## src/tcw_pkg.sv

```systemverilog
package tcw_pkg;

    localparam int COLS_DEFAULT = 80;
    localparam int ROWS_DEFAULT = 25;

    localparam int CMD_W    = 2;
    localparam int WORD_W   = 16;
    localparam int INDEX_W  = 11;
    localparam int CURSOR_W = 11;
    localparam int COLOR_W  = 4;
    localparam int CFG_IDX_W = 2;

    localparam logic [CMD_W-1:0] CMD_PUT   = 2'd0;
    localparam logic [CMD_W-1:0] CMD_CLEAR = 2'd1;
    localparam logic [CMD_W-1:0] CMD_READ  = 2'd2;

    localparam logic [CFG_IDX_W-1:0] CFG_FORE = 2'd0;
    localparam logic [CFG_IDX_W-1:0] CFG_BACK = 2'd1;

    localparam logic [COLOR_W-1:0] FORE_RESET = 4'd7;
    localparam logic [COLOR_W-1:0] BACK_RESET = 4'd0;

    localparam logic [7:0] CH_SPACE     = 8'h20;
    localparam logic [7:0] CH_BACKSPACE = 8'h08;
    localparam logic [7:0] CH_TAB       = 8'h09;
    localparam logic [7:0] CH_NEWLINE   = 8'h0a;
    localparam logic [7:0] CH_RETURN    = 8'h0d;

    typedef struct packed {
        logic [CMD_W-1:0]   command;
        logic [WORD_W-1:0]  char_word;
        logic [INDEX_W-1:0] read_index;
    } tcw_in_t;

    typedef struct packed {
        logic [CURSOR_W-1:0] cursor_pos;
        logic [WORD_W-1:0]   read_data;
    } tcw_out_t;

    typedef enum logic [3:0] {
        S_INIT,
        S_IDLE,
        S_PUT,
        S_TAB,
        S_COPY,
        S_DRAIN,
        S_FILL,
        S_CLEAR,
        S_READ,
        S_RDATA,
        S_DONE
    } tcw_state_t;

endpackage

```

## src/tcw_seq.sv

```systemverilog
module tcw_seq
    import tcw_pkg::*;
    #(
    parameter int COLS = COLS_DEFAULT,
    parameter int ROWS = ROWS_DEFAULT,
    localparam int CELLS = COLS * ROWS,
    localparam int AW = $clog2(CELLS),
    localparam int CW = $clog2(COLS)
    )
    (
    input  logic               aclk,
    input  logic               aresetn,
    input  logic               start,
    input  tcw_in_t            item,
    input  logic [COLOR_W-1:0] fore,
    input  logic [COLOR_W-1:0] back,
    output logic               idle,
    output logic               done_valid,
    input  logic               done_ack,
    output logic [AW-1:0]      done_cursor,
    output logic [WORD_W-1:0]  done_data,
    output logic               ram_we,
    output logic [AW-1:0]      ram_waddr,
    output logic [WORD_W-1:0]  ram_wdata,
    output logic [AW-1:0]      ram_raddr,
    input  logic [WORD_W-1:0]  ram_rdata
    );

    localparam logic [AW-1:0] LAST_CELL = AW'(CELLS - 1);
    localparam logic [AW-1:0] LAST_ROW  = AW'(CELLS - COLS);
    localparam logic [AW-1:0] ROW_STEP  = AW'(COLS);
    localparam logic [CW-1:0] LAST_COL  = CW'(COLS - 1);

    tcw_state_t state_reg, state_next;
    logic [AW-1:0]      cur_reg, cur_next;
    logic [AW-1:0]      row_reg, row_next;
    logic [CW-1:0]      col_reg, col_next;
    logic [AW-1:0]      src_reg, src_next;
    logic [AW-1:0]      dst_reg, dst_next;
    logic               pend_reg, pend_next;
    logic [WORD_W-1:0]  word_reg, word_next;
    logic [INDEX_W-1:0] idx_reg, idx_next;
    logic [WORD_W-1:0]  data_reg, data_next;
    logic [1:0]         tab_cnt_reg, tab_cnt_next;
    logic               more_tab_reg, more_tab_next;
    logic [7:0]         fill_attr_reg, fill_attr_next;

    logic [7:0]        def_attr;
    logic [WORD_W-1:0] col_word;
    logic              adv;
    logic              adv_more;
    logic [WORD_W-1:0] adv_word;

    assign def_attr = {back, fore};
    // A character word without attribute takes the configured colors.
    assign col_word = (word_reg[15:8] == 8'h00) ? {def_attr, word_reg[7:0]} : word_reg;

    always_ff @(posedge aclk) begin
        if (!aresetn) begin
            state_reg    <= S_INIT;
            cur_reg      <= '0;
            row_reg      <= '0;
            col_reg      <= '0;
            dst_reg      <= '0;
            src_reg      <= '0;
            pend_reg     <= 1'b0;
            tab_cnt_reg  <= '0;
            more_tab_reg <= 1'b0;
        end else begin
            state_reg    <= state_next;
            cur_reg      <= cur_next;
            row_reg      <= row_next;
            col_reg      <= col_next;
            dst_reg      <= dst_next;
            src_reg      <= src_next;
            pend_reg     <= pend_next;
            tab_cnt_reg  <= tab_cnt_next;
            more_tab_reg <= more_tab_next;
        end
    end

    always_ff @(posedge aclk) begin
        word_reg      <= word_next;
        idx_reg       <= idx_next;
        data_reg      <= data_next;
        fill_attr_reg <= fill_attr_next;
    end

    always_comb begin
        state_next     = state_reg;
        cur_next       = cur_reg;
        row_next       = row_reg;
        col_next       = col_reg;
        src_next       = src_reg;
        dst_next       = dst_reg;
        pend_next      = pend_reg;
        word_next      = word_reg;
        idx_next       = idx_reg;
        data_next      = data_reg;
        tab_cnt_next   = tab_cnt_reg;
        more_tab_next  = more_tab_reg;
        fill_attr_next = fill_attr_reg;
        ram_we         = 1'b0;
        ram_waddr      = dst_reg;
        ram_wdata      = '0;
        ram_raddr      = src_reg;
        done_valid     = 1'b0;
        adv            = 1'b0;
        adv_more       = 1'b0;
        adv_word       = '0;

        case (state_reg)
            S_INIT: begin
                ram_we = 1'b1;
                if (dst_reg == LAST_CELL) begin
                    dst_next   = '0;
                    state_next = S_IDLE;
                end else begin
                    dst_next = dst_reg + AW'(1);
                end
            end
            S_IDLE: begin
                if (start) begin
                    word_next = item.char_word;
                    idx_next  = item.read_index;
                    data_next = '0;
                    case (item.command)
                        CMD_PUT: begin
                            state_next = S_PUT;
                        end
                        CMD_CLEAR: begin
                            dst_next   = '0;
                            state_next = S_CLEAR;
                        end
                        CMD_READ: begin
                            state_next = S_READ;
                        end
                        default: begin
                            state_next = S_DONE;
                        end
                    endcase
                end
            end
            S_PUT: begin
                case (col_word[7:0])
                    CH_BACKSPACE: begin
                        if (cur_reg != '0) begin
                            cur_next  = cur_reg - AW'(1);
                            ram_we    = 1'b1;
                            ram_waddr = cur_reg - AW'(1);
                            ram_wdata = {col_word[15:8], CH_SPACE};
                            if (col_reg == '0) begin
                                col_next = LAST_COL;
                                row_next = row_reg - ROW_STEP;
                            end else begin
                                col_next = col_reg - CW'(1);
                            end
                        end
                        state_next = S_DONE;
                    end
                    CH_TAB: begin
                        tab_cnt_next = 2'd3;
                        state_next   = S_TAB;
                    end
                    CH_NEWLINE: begin
                        col_next = '0;
                        if (row_reg == LAST_ROW) begin
                            cur_next       = LAST_ROW;
                            src_next       = ROW_STEP;
                            dst_next       = '0;
                            pend_next      = 1'b0;
                            fill_attr_next = col_word[15:8];
                            more_tab_next  = 1'b0;
                            state_next     = S_COPY;
                        end else begin
                            cur_next   = row_reg + ROW_STEP;
                            row_next   = row_reg + ROW_STEP;
                            state_next = S_DONE;
                        end
                    end
                    CH_RETURN: begin
                        cur_next   = row_reg;
                        col_next   = '0;
                        state_next = S_DONE;
                    end
                    default: begin
                        adv      = 1'b1;
                        adv_word = col_word;
                    end
                endcase
            end
            S_TAB: begin
                adv          = 1'b1;
                adv_word     = {def_attr, CH_SPACE};
                adv_more     = (tab_cnt_reg != 2'd0);
                tab_cnt_next = tab_cnt_reg - 2'd1;
            end
            S_COPY: begin
                // Pipelined move: read one row ahead, write back the word read last beat.
                ram_raddr = src_reg;
                if (pend_reg) begin
                    ram_we    = 1'b1;
                    ram_wdata = ram_rdata;
                    dst_next  = dst_reg + AW'(1);
                end
                pend_next = 1'b1;
                if (src_reg == LAST_CELL) begin
                    state_next = S_DRAIN;
                end else begin
                    src_next = src_reg + AW'(1);
                end
            end
            S_DRAIN: begin
                ram_we     = 1'b1;
                ram_wdata  = ram_rdata;
                dst_next   = dst_reg + AW'(1);
                state_next = S_FILL;
            end
            S_FILL: begin
                ram_we    = 1'b1;
                ram_wdata = {fill_attr_reg, CH_SPACE};
                if (dst_reg == LAST_CELL) begin
                    state_next = more_tab_reg ? S_TAB : S_DONE;
                end else begin
                    dst_next = dst_reg + AW'(1);
                end
            end
            S_CLEAR: begin
                ram_we    = 1'b1;
                ram_wdata = {4'h0, fore, CH_SPACE};
                if (dst_reg == LAST_CELL) begin
                    cur_next   = '0;
                    row_next   = '0;
                    col_next   = '0;
                    state_next = S_DONE;
                end else begin
                    dst_next = dst_reg + AW'(1);
                end
            end
            S_READ: begin
                ram_raddr  = AW'(idx_reg);
                state_next = S_RDATA;
            end
            S_RDATA: begin
                data_next  = (32'(idx_reg) < CELLS) ? ram_rdata : '0;
                state_next = S_DONE;
            end
            S_DONE: begin
                done_valid = 1'b1;
                if (done_ack) begin
                    state_next = S_IDLE;
                end
            end
            default: begin
                state_next = S_IDLE;
            end
        endcase

        // Store a non-control word at the cursor and advance; the last cell scrolls.
        if (adv) begin
            ram_we    = 1'b1;
            ram_waddr = cur_reg;
            ram_wdata = adv_word;
            if (cur_reg == LAST_CELL) begin
                cur_next       = LAST_ROW;
                row_next       = LAST_ROW;
                col_next       = '0;
                src_next       = ROW_STEP;
                dst_next       = '0;
                pend_next      = 1'b0;
                fill_attr_next = adv_word[15:8];
                more_tab_next  = adv_more;
                state_next     = S_COPY;
            end else begin
                cur_next = cur_reg + AW'(1);
                if (col_reg == LAST_COL) begin
                    col_next = '0;
                    row_next = row_reg + ROW_STEP;
                end else begin
                    col_next = col_reg + CW'(1);
                end
                state_next = adv_more ? S_TAB : S_DONE;
            end
        end
    end

    assign idle        = (state_reg == S_IDLE);
    assign done_cursor = cur_reg;
    assign done_data   = data_reg;

endmodule

```

## config.mk

```make
export PLATFORM = sky130hd
export DESIGN_NAME = tcw_seq
export DESIGN_NICKNAME = d
export VERILOG_FILES = /design/src/tcw_pkg.sv /design/src/tcw_seq.sv
export SDC_FILE = /design/constraint.sdc
export NUM_CORES = 1
export LEC_CHECK = 0
export BUFFER_PORTS_ARGS = -buffer_cell sky130_fd_sc_hd__buf_2
export CORE_ASPECT_RATIO = 1.75
export CORE_UTILIZATION = 52
export CTS_CLUSTER_SIZE = 24
export DETAILED_ROUTE_END_ITERATION = 10
export GPL_TIMING_DRIVEN = 1
export PLACE_DENSITY_LB_ADDON = 0.2
export SETUP_SLACK_MARGIN = 0.15
export SLEW_MARGIN = 20
export SYNTH_ARGS = -nofsm -noshare
export SYNTH_HDL_FRONTEND = slang
export SYNTH_SLANG_ARGS = --single-unit
```

## constraint.sdc

```tcl
create_clock -name aclk -period 4.5 [get_ports aclk]
set_clock_uncertainty 0.15 [all_clocks]
set_input_delay 0.45 -clock aclk [delete_from_list [all_inputs] [get_ports aclk]]
set_output_delay 0.45 -clock aclk [all_outputs]
set_load 0.01 [all_outputs]
```

==> flow_metrics.env, run 1 <==
export IMPL_maxSlewViolCount=0
export IMPL_cts_buffers=9
export IMPL_avgViaCountPerCell=6.56
export IMPL_nets=1049
export IMPL_synthTopCellsByArea="dfxtp_1 (19%), edfxtp_1 (18%), a21oi_1 (5.6%)"
export IMPL_slew_headroom_pct=30.5
export IMPL_via_count=7602
export IMPL_cellPowerDensity_nw_per_um2=565
export IMPL_total_power_mw=4.71
export IMPL_worstPathArrival_ns=3.37
export IMPL_port_buffers=124
export IMPL_synth_distinct_cells=79
export IMPL_first_pass_iters=8
export IMPL_fp_dieW_um=91.2
export IMPL_power_leakage_nw=3.20
export IMPL_globalRouteOverflowTotal=0
export IMPL_antenna_found_initial=0
export IMPL_fin_tns_setup_ns=0
export IMPL_drt_iter0_markers=704
export IMPL_groute_usage_overall_pct=32.5
export IMPL_fmax_ghz=0.252
export IMPL_hold_path_class="in2reg"
export IMPL_clkTransAtPathRegs_ns=0.08
export IMPL_wire_per_inst_um=20.3
export IMPL_finalHoldViolCount=0
export IMPL_crit_path_start="word_reg[5]"
export IMPL_synth_cells=885
export IMPL_use_met2_pct=58.8
export IMPL_final_common_cell="buf_2"
export IMPL_synth_fp_nets=954
export IMPL_htreeDepth=3
export IMPL_ys_seq_elements=110
export IMPL_async_reset_ff_share_pct=0
export IMPL_clock_sinks=110
export IMPL_yosysWarnings=0
export IMPL_crit_fanout=19
export IMPL_fin_crit_ns=3.97
export IMPL_maxCapViolCount=0
export IMPL_die_y_um=158
export IMPL_cts_setup_buffers=0
export IMPL_fillerInstances=1233
export IMPL_dp_hpwl_mm=17.3
export IMPL_grtUsageMet1_pct=35.3
export IMPL_initial_core_util_pct=53.6
export IMPL_num_rows=56
export IMPL_worst_pin_slew_ns=1.04
export IMPL_layout_drive_gt1_share_pct=20.6
export IMPL_grt_use_met3_pct=4.61
export IMPL_final_cells=1159
export IMPL_ys_seq_area_share_pct=36.3
export IMPL_cp_required_ns=3.90
export IMPL_final_util_pct=61.6
export IMPL_endpoint_kind="primary output"
export IMPL_gr_max_usage_layer="met2"
export IMPL_peakVddDrop_uv=249
export IMPL_ctsLongestPathBuffers=2
export IMPL_mappedNetlistArea_um2=7240
export IMPL_gp_congestion=0.985
export IMPL_antenna_cells=0
export IMPL_status="completed"
export IMPL_clock_latency_ns=0.36
export IMPL_cts_tree="done"
export IMPL_synth_top_area_share_pct=18.5
export IMPL_fin_crit_sh_pct=88.2
export IMPL_rsz0062_at_grt="false"
export IMPL_die_area_um2=14400
export IMPL_cts_root_buf="clkbuf_16"
export IMPL_routed_wl_mm=23.6
export IMPL_holdBufCountCts=0
export IMPL_synth_ff_type="dfxtp_1"
export IMPL_drc_errors=0
export IMPL_grt_pass1_vias=7073
export IMPL_setup_viol=0
export IMPL_syn_area_per_cell_um2=8.19
export IMPL_timing_rr_start="word_reg[5]"
export IMPL_design_core_area_um2=13500
export IMPL_postRouteAntennaNets=0
export IMPL_synth_enable_flop_cells=43
export IMPL_grt_pass1_wl_mm=36.5
export IMPL_cp_start_kind="flip-flop"
export IMPL_area_growth_pct=15.0
export IMPL_yosysTopAreaCell="dfxtp_1"
export IMPL_grt_max_degree=29
export IMPL_critPathKind="reg2out"
export IMPL_min_from="item[25]"
export IMPL_io_pins=125
export IMPL_placed_cells=1143
export IMPL_layout_common_cells="buf_2 (124), a21oi_1 (81), nor2_1 (76), o21ai_0 (74), nand2_1 (68)"
-- timing repair --
item                       4_1_cts  5_1_grt
hold endpoints to repair         0        0
setup endpoints to repair        0        7
gates resized for setup          0        1
-- kinds of logic (layout without fill, tap and decap cells) --
logic type                 Yosys count  count (layout)  synth area share [%]
buffers and inverters               91             191                  4.96
and+or+nand+nor                    319             319                  22.9
xor gates and xnor gates            11              11                  1.33
AOI/OAI and AO/OA                  322             322                  29.4
muxes                               20              20                  2.99
adders and majority gates           12              12                  2.07
DFF                                110             110                  36.3
-- power breakdown --
part	internal (mW)	switching (mW)	leakage, nW
logic	0.948	1.62	2.12
clock network	0.389	0.404	0.143
registers	1.17	0.180	0.934
total	2.50	2.20	3.20
-- layer usage --
metal | routed length (µm) | vias to the layer above | part of all wire [%]
met4 | 1380 | 0 | 5.8
met2 | 11900 | 436 | 51
li1 | - | 3567 | -
met5 | 0 | - | 0
met1 | 8530 | 3501 | 36
met3 | 1700 | 98 | 7.2
-- Yosys cell counts, types with 8 or more instances --
| cell | n |
|---|---|
| a21oi_1 | 81 |
| nor2_1 | 76 |
| o21ai_0 | 75 |
| nand2_1 | 68 |
| dfxtp_1 | 67 |
| clkbuf_1 | 51 |
| edfxtp_1 | 43 |
| nor3_1 | 31 |
| inv_1 | 26 |
| a31oi_1 | 22 |
| nand3_1 | 20 |
| and2_1 | 19 |
| and3_1 | 17 |
| a22oi_1 | 15 |
| nand4_1 | 14 |
| mux2_2 | 13 |
| ha_1 | 12 |
| a211oi_1 | 11 |
| nand2b_1 | 11 |
| o211ai_1 | 11 |
| nor4_1 | 10 |
| or3_1 | 10 |
| xnor2_1 | 10 |
| a311oi_1 | 9 |
| o221ai_1 | 9 |
| a22o_1 | 8 |
| buf_2 | 8 |
-- worst paths after layout --
| check | depth (start not counted) | slack, ns | end |
|---|---|---|---|
| worst max-delay path | 5 | 0.53 | ram_we |
| worst min-delay path | 1 | 0.11 | word_reg[14] |
| worst max register to register | 6 | 0.90 | dst_reg[2] |
| worst min register to register | 2 | 0.36 | tab_cnt_reg[1] |
-- worst max-delay path, cell delays in order (launching register included) --
cell,delay (ns)
edfxtp_1,0.41
or4b_1,0.72
o31ai_2,0.60
nand2_1,0.60
or3_1,0.52
buf_2,0.14
-- through the flow --
step,instance area [µm²],worst slack (ns),hold slack (ns)
after floorplan,7250,0.819,0.297
after global placement,8040,0.873,0.327
after detailed placement,8040,0.787,0.338
after CTS,8330,0.390,0.107
after global routing,8330,0.383,0.105
final,8330,0.531,0.110
-- area by class of cell --
class	instances	area [µm²]	area share [%]
Clock buffer	9	225	2.70
Clock inverter	7	66.3	0.796
Inverter	26	97.6	1.17
Multi-Input combinational cell	684	4280	51.4
Sequential cell	110	2630	31.6
Tap cell	174	218	2.61
Timing Repair Buffer	149	808	9.70
Power figures use the tool's default switching activity.
==> run 2: changes to the inputs <==
--- a/config.mk
+++ b/config.mk
@@ -7,10 +7,12 @@
 export LEC_CHECK = 0
 export BUFFER_PORTS_ARGS = -buffer_cell sky130_fd_sc_hd__buf_2
 export CORE_ASPECT_RATIO = 1.75
+export CORE_MARGIN = 2
 export CORE_UTILIZATION = 52
 export CTS_CLUSTER_SIZE = 24
 export DETAILED_ROUTE_END_ITERATION = 10
 export GPL_TIMING_DRIVEN = 1
+export HOLD_SLACK_MARGIN = 0.15
 export PLACE_DENSITY_LB_ADDON = 0.2
 export SETUP_SLACK_MARGIN = 0.15
 export SLEW_MARGIN = 20
==> run 2 against run 1 <==
  * Maximum frequency is 0.17% lower
  * Worst hold slack better by 0.13 ns
  * Total power is 0.33% higher
  * Critical path type unchanged
  * Largest cell class unchanged
==> flow_metrics.env, run 2 (same netlist as run 1, synthesis figures left out) <==
export IMPL_status="completed"
export IMPL_clock_sinks=110
export IMPL_endpoint_kind="primary output"
export IMPL_rsz0062_at_grt="false"
export IMPL_ctsLongestPathBuffers=2
export IMPL_fin_tns_setup_ns=0
export IMPL_clkTransAtPathRegs_ns=0.08
export IMPL_final_cells=1187
export IMPL_cts_tree="done"
export IMPL_power_leakage_nw=3.30
export IMPL_routed_wl_mm=24.0
export IMPL_drc_errors=0
export IMPL_cts_setup_buffers=0
export IMPL_cellPowerDensity_nw_per_um2=550
export IMPL_peakVddDrop_uv=332
export IMPL_cts_buffers=9
export IMPL_cts_root_buf="clkbuf_16"
export IMPL_crit_fanout=19
export IMPL_dp_hpwl_mm=17.7
export IMPL_cp_start_kind="flip-flop"
export IMPL_port_buffers=124
export IMPL_slew_headroom_pct=26.6
export IMPL_setup_viol=0
export IMPL_initial_core_util_pct=52.6
export IMPL_crit_path_frequent_cell="o21ai_0"
export IMPL_worst_pin_slew_ns=1.09
export IMPL_fillerInstances=1249
export IMPL_fp_dieW_um=93.2
export IMPL_critPathMaxStageDelay_ns=0.71
export IMPL_wire_per_inst_um=20.2
export IMPL_grt_max_degree=29
export IMPL_grt_pass1_wl_mm=38.3
export IMPL_first_pass_iters=5
export IMPL_grt_pass1_vias=7605
export IMPL_fin_crit_ns=3.98
export IMPL_design_core_area_um2=13800
export IMPL_die_area_um2=14900
export IMPL_maxCapViolCount=0
export IMPL_finalHoldViolCount=0
export IMPL_groute_usage_overall_pct=32.1
export IMPL_final_common_cell="buf_2"
export IMPL_placed_cells=1144
export IMPL_antenna_cells=0
export IMPL_hold_path_class="in2reg"
export IMPL_layout_drive_gt1_share_pct=19.9
export IMPL_clock_latency_ns=0.35
export IMPL_gp_congestion=1.02
export IMPL_die_y_um=160
export IMPL_cp_cell_sequence="or4b_1 -> o31ai_2 -> nand2_1 -> o21ai_0 -> o21ai_0 -> buf_2"
export IMPL_io_pins=125
export IMPL_holdWs_ns=0.238
export IMPL_area_growth_pct=18.5
export IMPL_crit_slowest_cell="or4b_1"
export IMPL_via_count=7814
export IMPL_cp_required_ns=3.90
export IMPL_critPathKind="reg2out"
export IMPL_fin_crit_sh_pct=88.4
export IMPL_drt_iter0_markers=546
export IMPL_antenna_found_initial=0
export IMPL_layout_common_cells="buf_2 (124), a21oi_1 (81), nor2_1 (76), o21ai_0 (74), nand2_1 (68)"
export IMPL_globalRouteOverflowTotal=0
export IMPL_htreeDepth=3
export IMPL_avgViaCountPerCell=6.58
export IMPL_num_rows=57
export IMPL_fmax_ghz=0.252
export IMPL_maxSlewViolCount=0
export IMPL_worstPathArrival_ns=3.38
export IMPL_postRouteAntennaNets=0
export IMPL_nets=1074
-- run 2: cell types whose count changed in the layout (fill, tap and decap cells not counted), sizes merged --
cell	change
buf	-2
clkbuf	+1
clkinv	-1
clkinvlp	+1
dlygate4sd3	+27
inv	-1
-- run 2: repair_timing --
item / in CTS / in global routing
gates resized for setup: 0 / 1
endpoints found under the setup margin: 0 / 15
hold buffers: 27 / 0
endpoints found under the hold margin: 27 / 0
-- run 2: routing by layer --
metal,share of wire [%],wire [µm],up-vias,track usage [%]
met4,6.2,1480,0,20.3
met3,6.6,1580,112,4.76
li1,-,-,3637,-
met5,0,0,-,0
met1,36,8610,3648,35.4
met2,51,12300,417,56.3
-- run 2: worst paths after layout --
| kind | start | endpoint | slack, ns | cells after the start |
|---|---|---|---|---|
| min | ram_rdata[9] | done_data[9] | 0.24 | 2 |
| max reg2reg | word_reg[5] | dst_reg[2] | 0.84 | 6 |
| max | word_reg[5] | ram_waddr[4] | 0.52 | 6 |
| min reg2reg | row_reg[2] | row_reg[2] | 0.35 | 1 |
-- run 2: stage by stage --
stage | cell area, µm² | worst slack (ns) | utilization [%] | power [mW]
global route | 8580 | 0.344 | 62.4 | 5.00
CTS | 8580 | 0.415 | 62.3 | 4.65
floorplan | 7250 | 0.819 | - | 3.15
detailed placement | 8030 | 0.804 | 58.3 | 3.85
finish | 8580 | 0.524 | 62.4 | 4.72
global placement | 8030 | 0.928 | 58.3 | 3.85
-- run 2: power by group --
group / internal [mW] / switching (mW) / total (mW)
clock: 0.387 / 0.394 / 0.781
combinational: 0.958 / 1.62 / 2.58
sequential: 1.17 / 0.192 / 1.36
total: 2.51 / 2.21 / 4.72
-- run 2: layout make-up --
| type | count | area (µm²) | share of cell area (%) |
|---|---|---|---|
| multi-input cells | 684 | 4280 | 49.9 |
| flip-flops and latches | 110 | 2630 | 30.7 |
| repair buffers | 174 | 1060 | 12.4 |
| clock buffers | 10 | 229 | 2.67 |
| well taps | 177 | 221 | 2.58 |
| inverters | 26 | 97.6 | 1.14 |
| clock inverters | 6 | 56.3 | 0.656 |
-- run 2: critical path, delay by kind of cell (launching register included) --
| family | cells | cell delay, ns |
|---|---|---|
| simple gates | 2 | 1.34 |
| compound gates | 3 | 1.10 |
| flops | 1 | 0.40 |
| buf+inv | 1 | 0.17 |
==> run 3: changes to the inputs <==
--- a/config.mk
+++ b/config.mk
@@ -13,7 +13,7 @@
 export DETAILED_ROUTE_END_ITERATION = 10
 export GPL_TIMING_DRIVEN = 1
 export HOLD_SLACK_MARGIN = 0.15
-export PLACE_DENSITY_LB_ADDON = 0.2
+export PLACE_DENSITY_LB_ADDON = 0.12
 export SETUP_SLACK_MARGIN = 0.15
 export SLEW_MARGIN = 20
 export SYNTH_ARGS = -nofsm -noshare
==> run 3 against run 2 <==
  * Flip-flop and latch count stayed put
  * Critical path type unchanged
  * Sequential share of layout area fell by 0.12 points
  * Final area increased by 0.41%
  * Maximum frequency decreased by 1.7%
  * Die area unchanged
==> flow_metrics.env, run 3 (same netlist as run 1, synthesis figures left out) <==
export IMPL_worst_pin_slew_ns=1.16
export IMPL_hold_end="done_data[1]"
export IMPL_die_area_um2=14900
export IMPL_crit_slowest_cell="nand4_1"
export IMPL_worstPathArrival_ns=3.45
export IMPL_dp_hpwl_mm=17.7
export IMPL_fin_crit_sh_pct=89.9
export IMPL_fin_tns_setup_ns=0
export IMPL_cp_cell_sequence="inv_1 -> ha_1 -> nor3b_1 -> nand4_1 -> nand2b_2 -> buf_4 -> o221ai_1 -> buf_2"
export IMPL_initial_core_util_pct=52.6
export IMPL_final_cells=1192
export IMPL_design_core_area_um2=13800
export IMPL_area_growth_pct=19.0
export IMPL_via_count=7759
export IMPL_final_common_cell="buf_2"
export IMPL_power_leakage_nw=3.32
export IMPL_die_y_um=160
export IMPL_fin_crit_ns=4.05
export IMPL_cp_required_ns=3.90
export IMPL_ff2ff_setup_slack_ns=0.88
export IMPL_postRouteAntennaNets=0
export IMPL_endpoint_kind="primary output"
export IMPL_drt_iter0_markers=646
export IMPL_timing_rr_start="word_reg[5]"
export IMPL_grt_pass1_vias=7562
export IMPL_slew_headroom_pct=22.4
export IMPL_rr_worst_depth=7
export IMPL_maxCapViolCount=0
export IMPL_ctsLongestPathBuffers=2
export IMPL_cp_start_kind="flip-flop"
export IMPL_internal_power_mw=2.51
export IMPL_groute_usage_overall_pct=31.9
export IMPL_cts_tree="done"
export IMPL_pwr_share_comb_pct=55.2
export IMPL_min_from="ram_rdata[1]"
export IMPL_drc_errors=0
export IMPL_switching_share_pct=47.3
export IMPL_hold_path_class="in2reg"
export IMPL_fmax_ghz=0.247
export IMPL_routed_wl_mm=24.3
export IMPL_port_buffers=124
export IMPL_peakVddDrop_uv=299
export IMPL_worst_r2r_endpoint="done_cursor[9]"
export IMPL_crit_fanout=23
export IMPL_p_clk_share_pct=16.5
export IMPL_min_delay_path_depth=2
export IMPL_placed_cell_area_um2=8060
export IMPL_clock_latency_ns=0.36
export IMPL_avgViaCountPerCell=6.51
export IMPL_finalHoldViolCount=0
export IMPL_fillerInstances=1277
export IMPL_maxSlewViolCount=0
export IMPL_grt_max_degree=29
export IMPL_cts_root_buf="clkbuf_16"
export IMPL_status="completed"
export IMPL_clock_sinks=110
export IMPL_antenna_cells=0
export IMPL_cts_buffers=9
export IMPL_layout_common_cells="buf_2 (124), a21oi_1 (81), nor2_1 (76), o21ai_0 (74), nand2_1 (68)"
export IMPL_placed_cells=1149
export IMPL_critPathMaxStageDelay_ns=0.57
export IMPL_io_pins=125
export IMPL_post_route_cell_area_um2=8620
export IMPL_critPathKind="reg2out"
export IMPL_clkTransAtPathRegs_ns=0.08
export IMPL_gp_congestion=0.974
export IMPL_seq_power_share_pct=28.3
export IMPL_num_rows=57
export IMPL_layout_drive_gt1_share_pct=20.3
export IMPL_setup_viol=0
export IMPL_first_pass_iters=5
export IMPL_fp_dieW_um=93.2
export IMPL_wire_per_inst_um=20.4
export IMPL_rsz0062_at_grt="false"
export IMPL_nets=1079
export IMPL_htreeDepth=3
export IMPL_antenna_found_initial=0
export IMPL_power_net_switching_mw=2.26
export IMPL_globalRouteOverflowTotal=0
export IMPL_grt_pass1_wl_mm=38.0
export IMPL_cellPowerDensity_nw_per_um2=553
==> run 3: cell count changes in the layout (fill, tap and decap cells not counted), sizes merged <==
| cell | previous run | this run |
|---|---|---|
| buf | 147 | 152 |
| clkinv | 3 | 2 |
| inv | 28 | 29 |
==> run 3: power groups by stage <==
stage	combinational [mW]	sequential (mW)	clock (mW)
2_1_floorplan	1.84	1.31	0
3_3_place_gp	2.52	1.36	0
3_5_place_dp	2.52	1.36	0
4_1_cts	2.56	1.34	0.792
5_1_grt	2.82	1.37	0.831
6_report	2.63	1.35	0.785
==> run 3: timing repair <==
item	in CTS	in global routing
endpoints found under the hold margin	27	0
hold buffers	27	0
setup endpoints to repair	0	19
buffers inserted	0	0
resized for setup	0	1
==> run 3: final cells by class <==
class,count,area (µm²),area share (%)
multi-input cells,684,4280,49.7
flip-flops and latches,110,2630,30.5
repair buffers,179,1100,12.8
clock buffers,10,229,2.66
well taps,177,221,2.57
inverters,26,97.6,1.13
clock inverters,6,53.8,0.624
==> run 3: layer usage <==
metal	GRT usage [%]	vias to the layer above	part of all wire [%]
met1	35.1	3637	37
li1	-	3627	-
met2	57.1	401	52
met4	17.9	0	5.2
met3	4.53	94	6.3
met5	0	-	0
==> run 3: worst max-delay path by stage <==
stage	to	cells after the start	startpoint	slack, ns
2_1_floorplan	done_data[0]	5	state_reg[3]	0.82
3_3_place_gp	ram_wdata[14]	8	done_cursor[0]	0.84
3_5_place_dp	ram_wdata[12]	8	done_cursor[0]	0.73
4_1_cts	ram_wdata[12]	8	done_cursor[0]	0.25
5_1_grt	ram_waddr[8]	9	done_cursor[0]	0.26
6_report	ram_wdata[12]	8	done_cursor[0]	0.45
==> run 3: critical path: cells and delay by family (launching register included) <==
kind | cells | cell delay [ns]
AOI/OAI and AO/OA | 1 | 0.14
adders and majority gates | 1 | 0.28
buffers and inverters | 3 | 0.59
DFF | 1 | 0.42
and+or+nand+nor | 3 | 1.66
==> run 3: through the flow <==
step | hold WS [ns] | worst slack, ns | util [%] | power (mW)
after floorplan | 0.297 | 0.819 | - | 3.15
after global placement | 0.328 | 0.835 | 58.6 | 3.88
after detailed placement | 0.327 | 0.733 | 58.6 | 3.88
after CTS | 0.235 | 0.255 | 62.6 | 4.69
after global routing | 0.234 | 0.262 | 62.6 | 5.02
final | 0.230 | 0.454 | 62.6 | 4.77
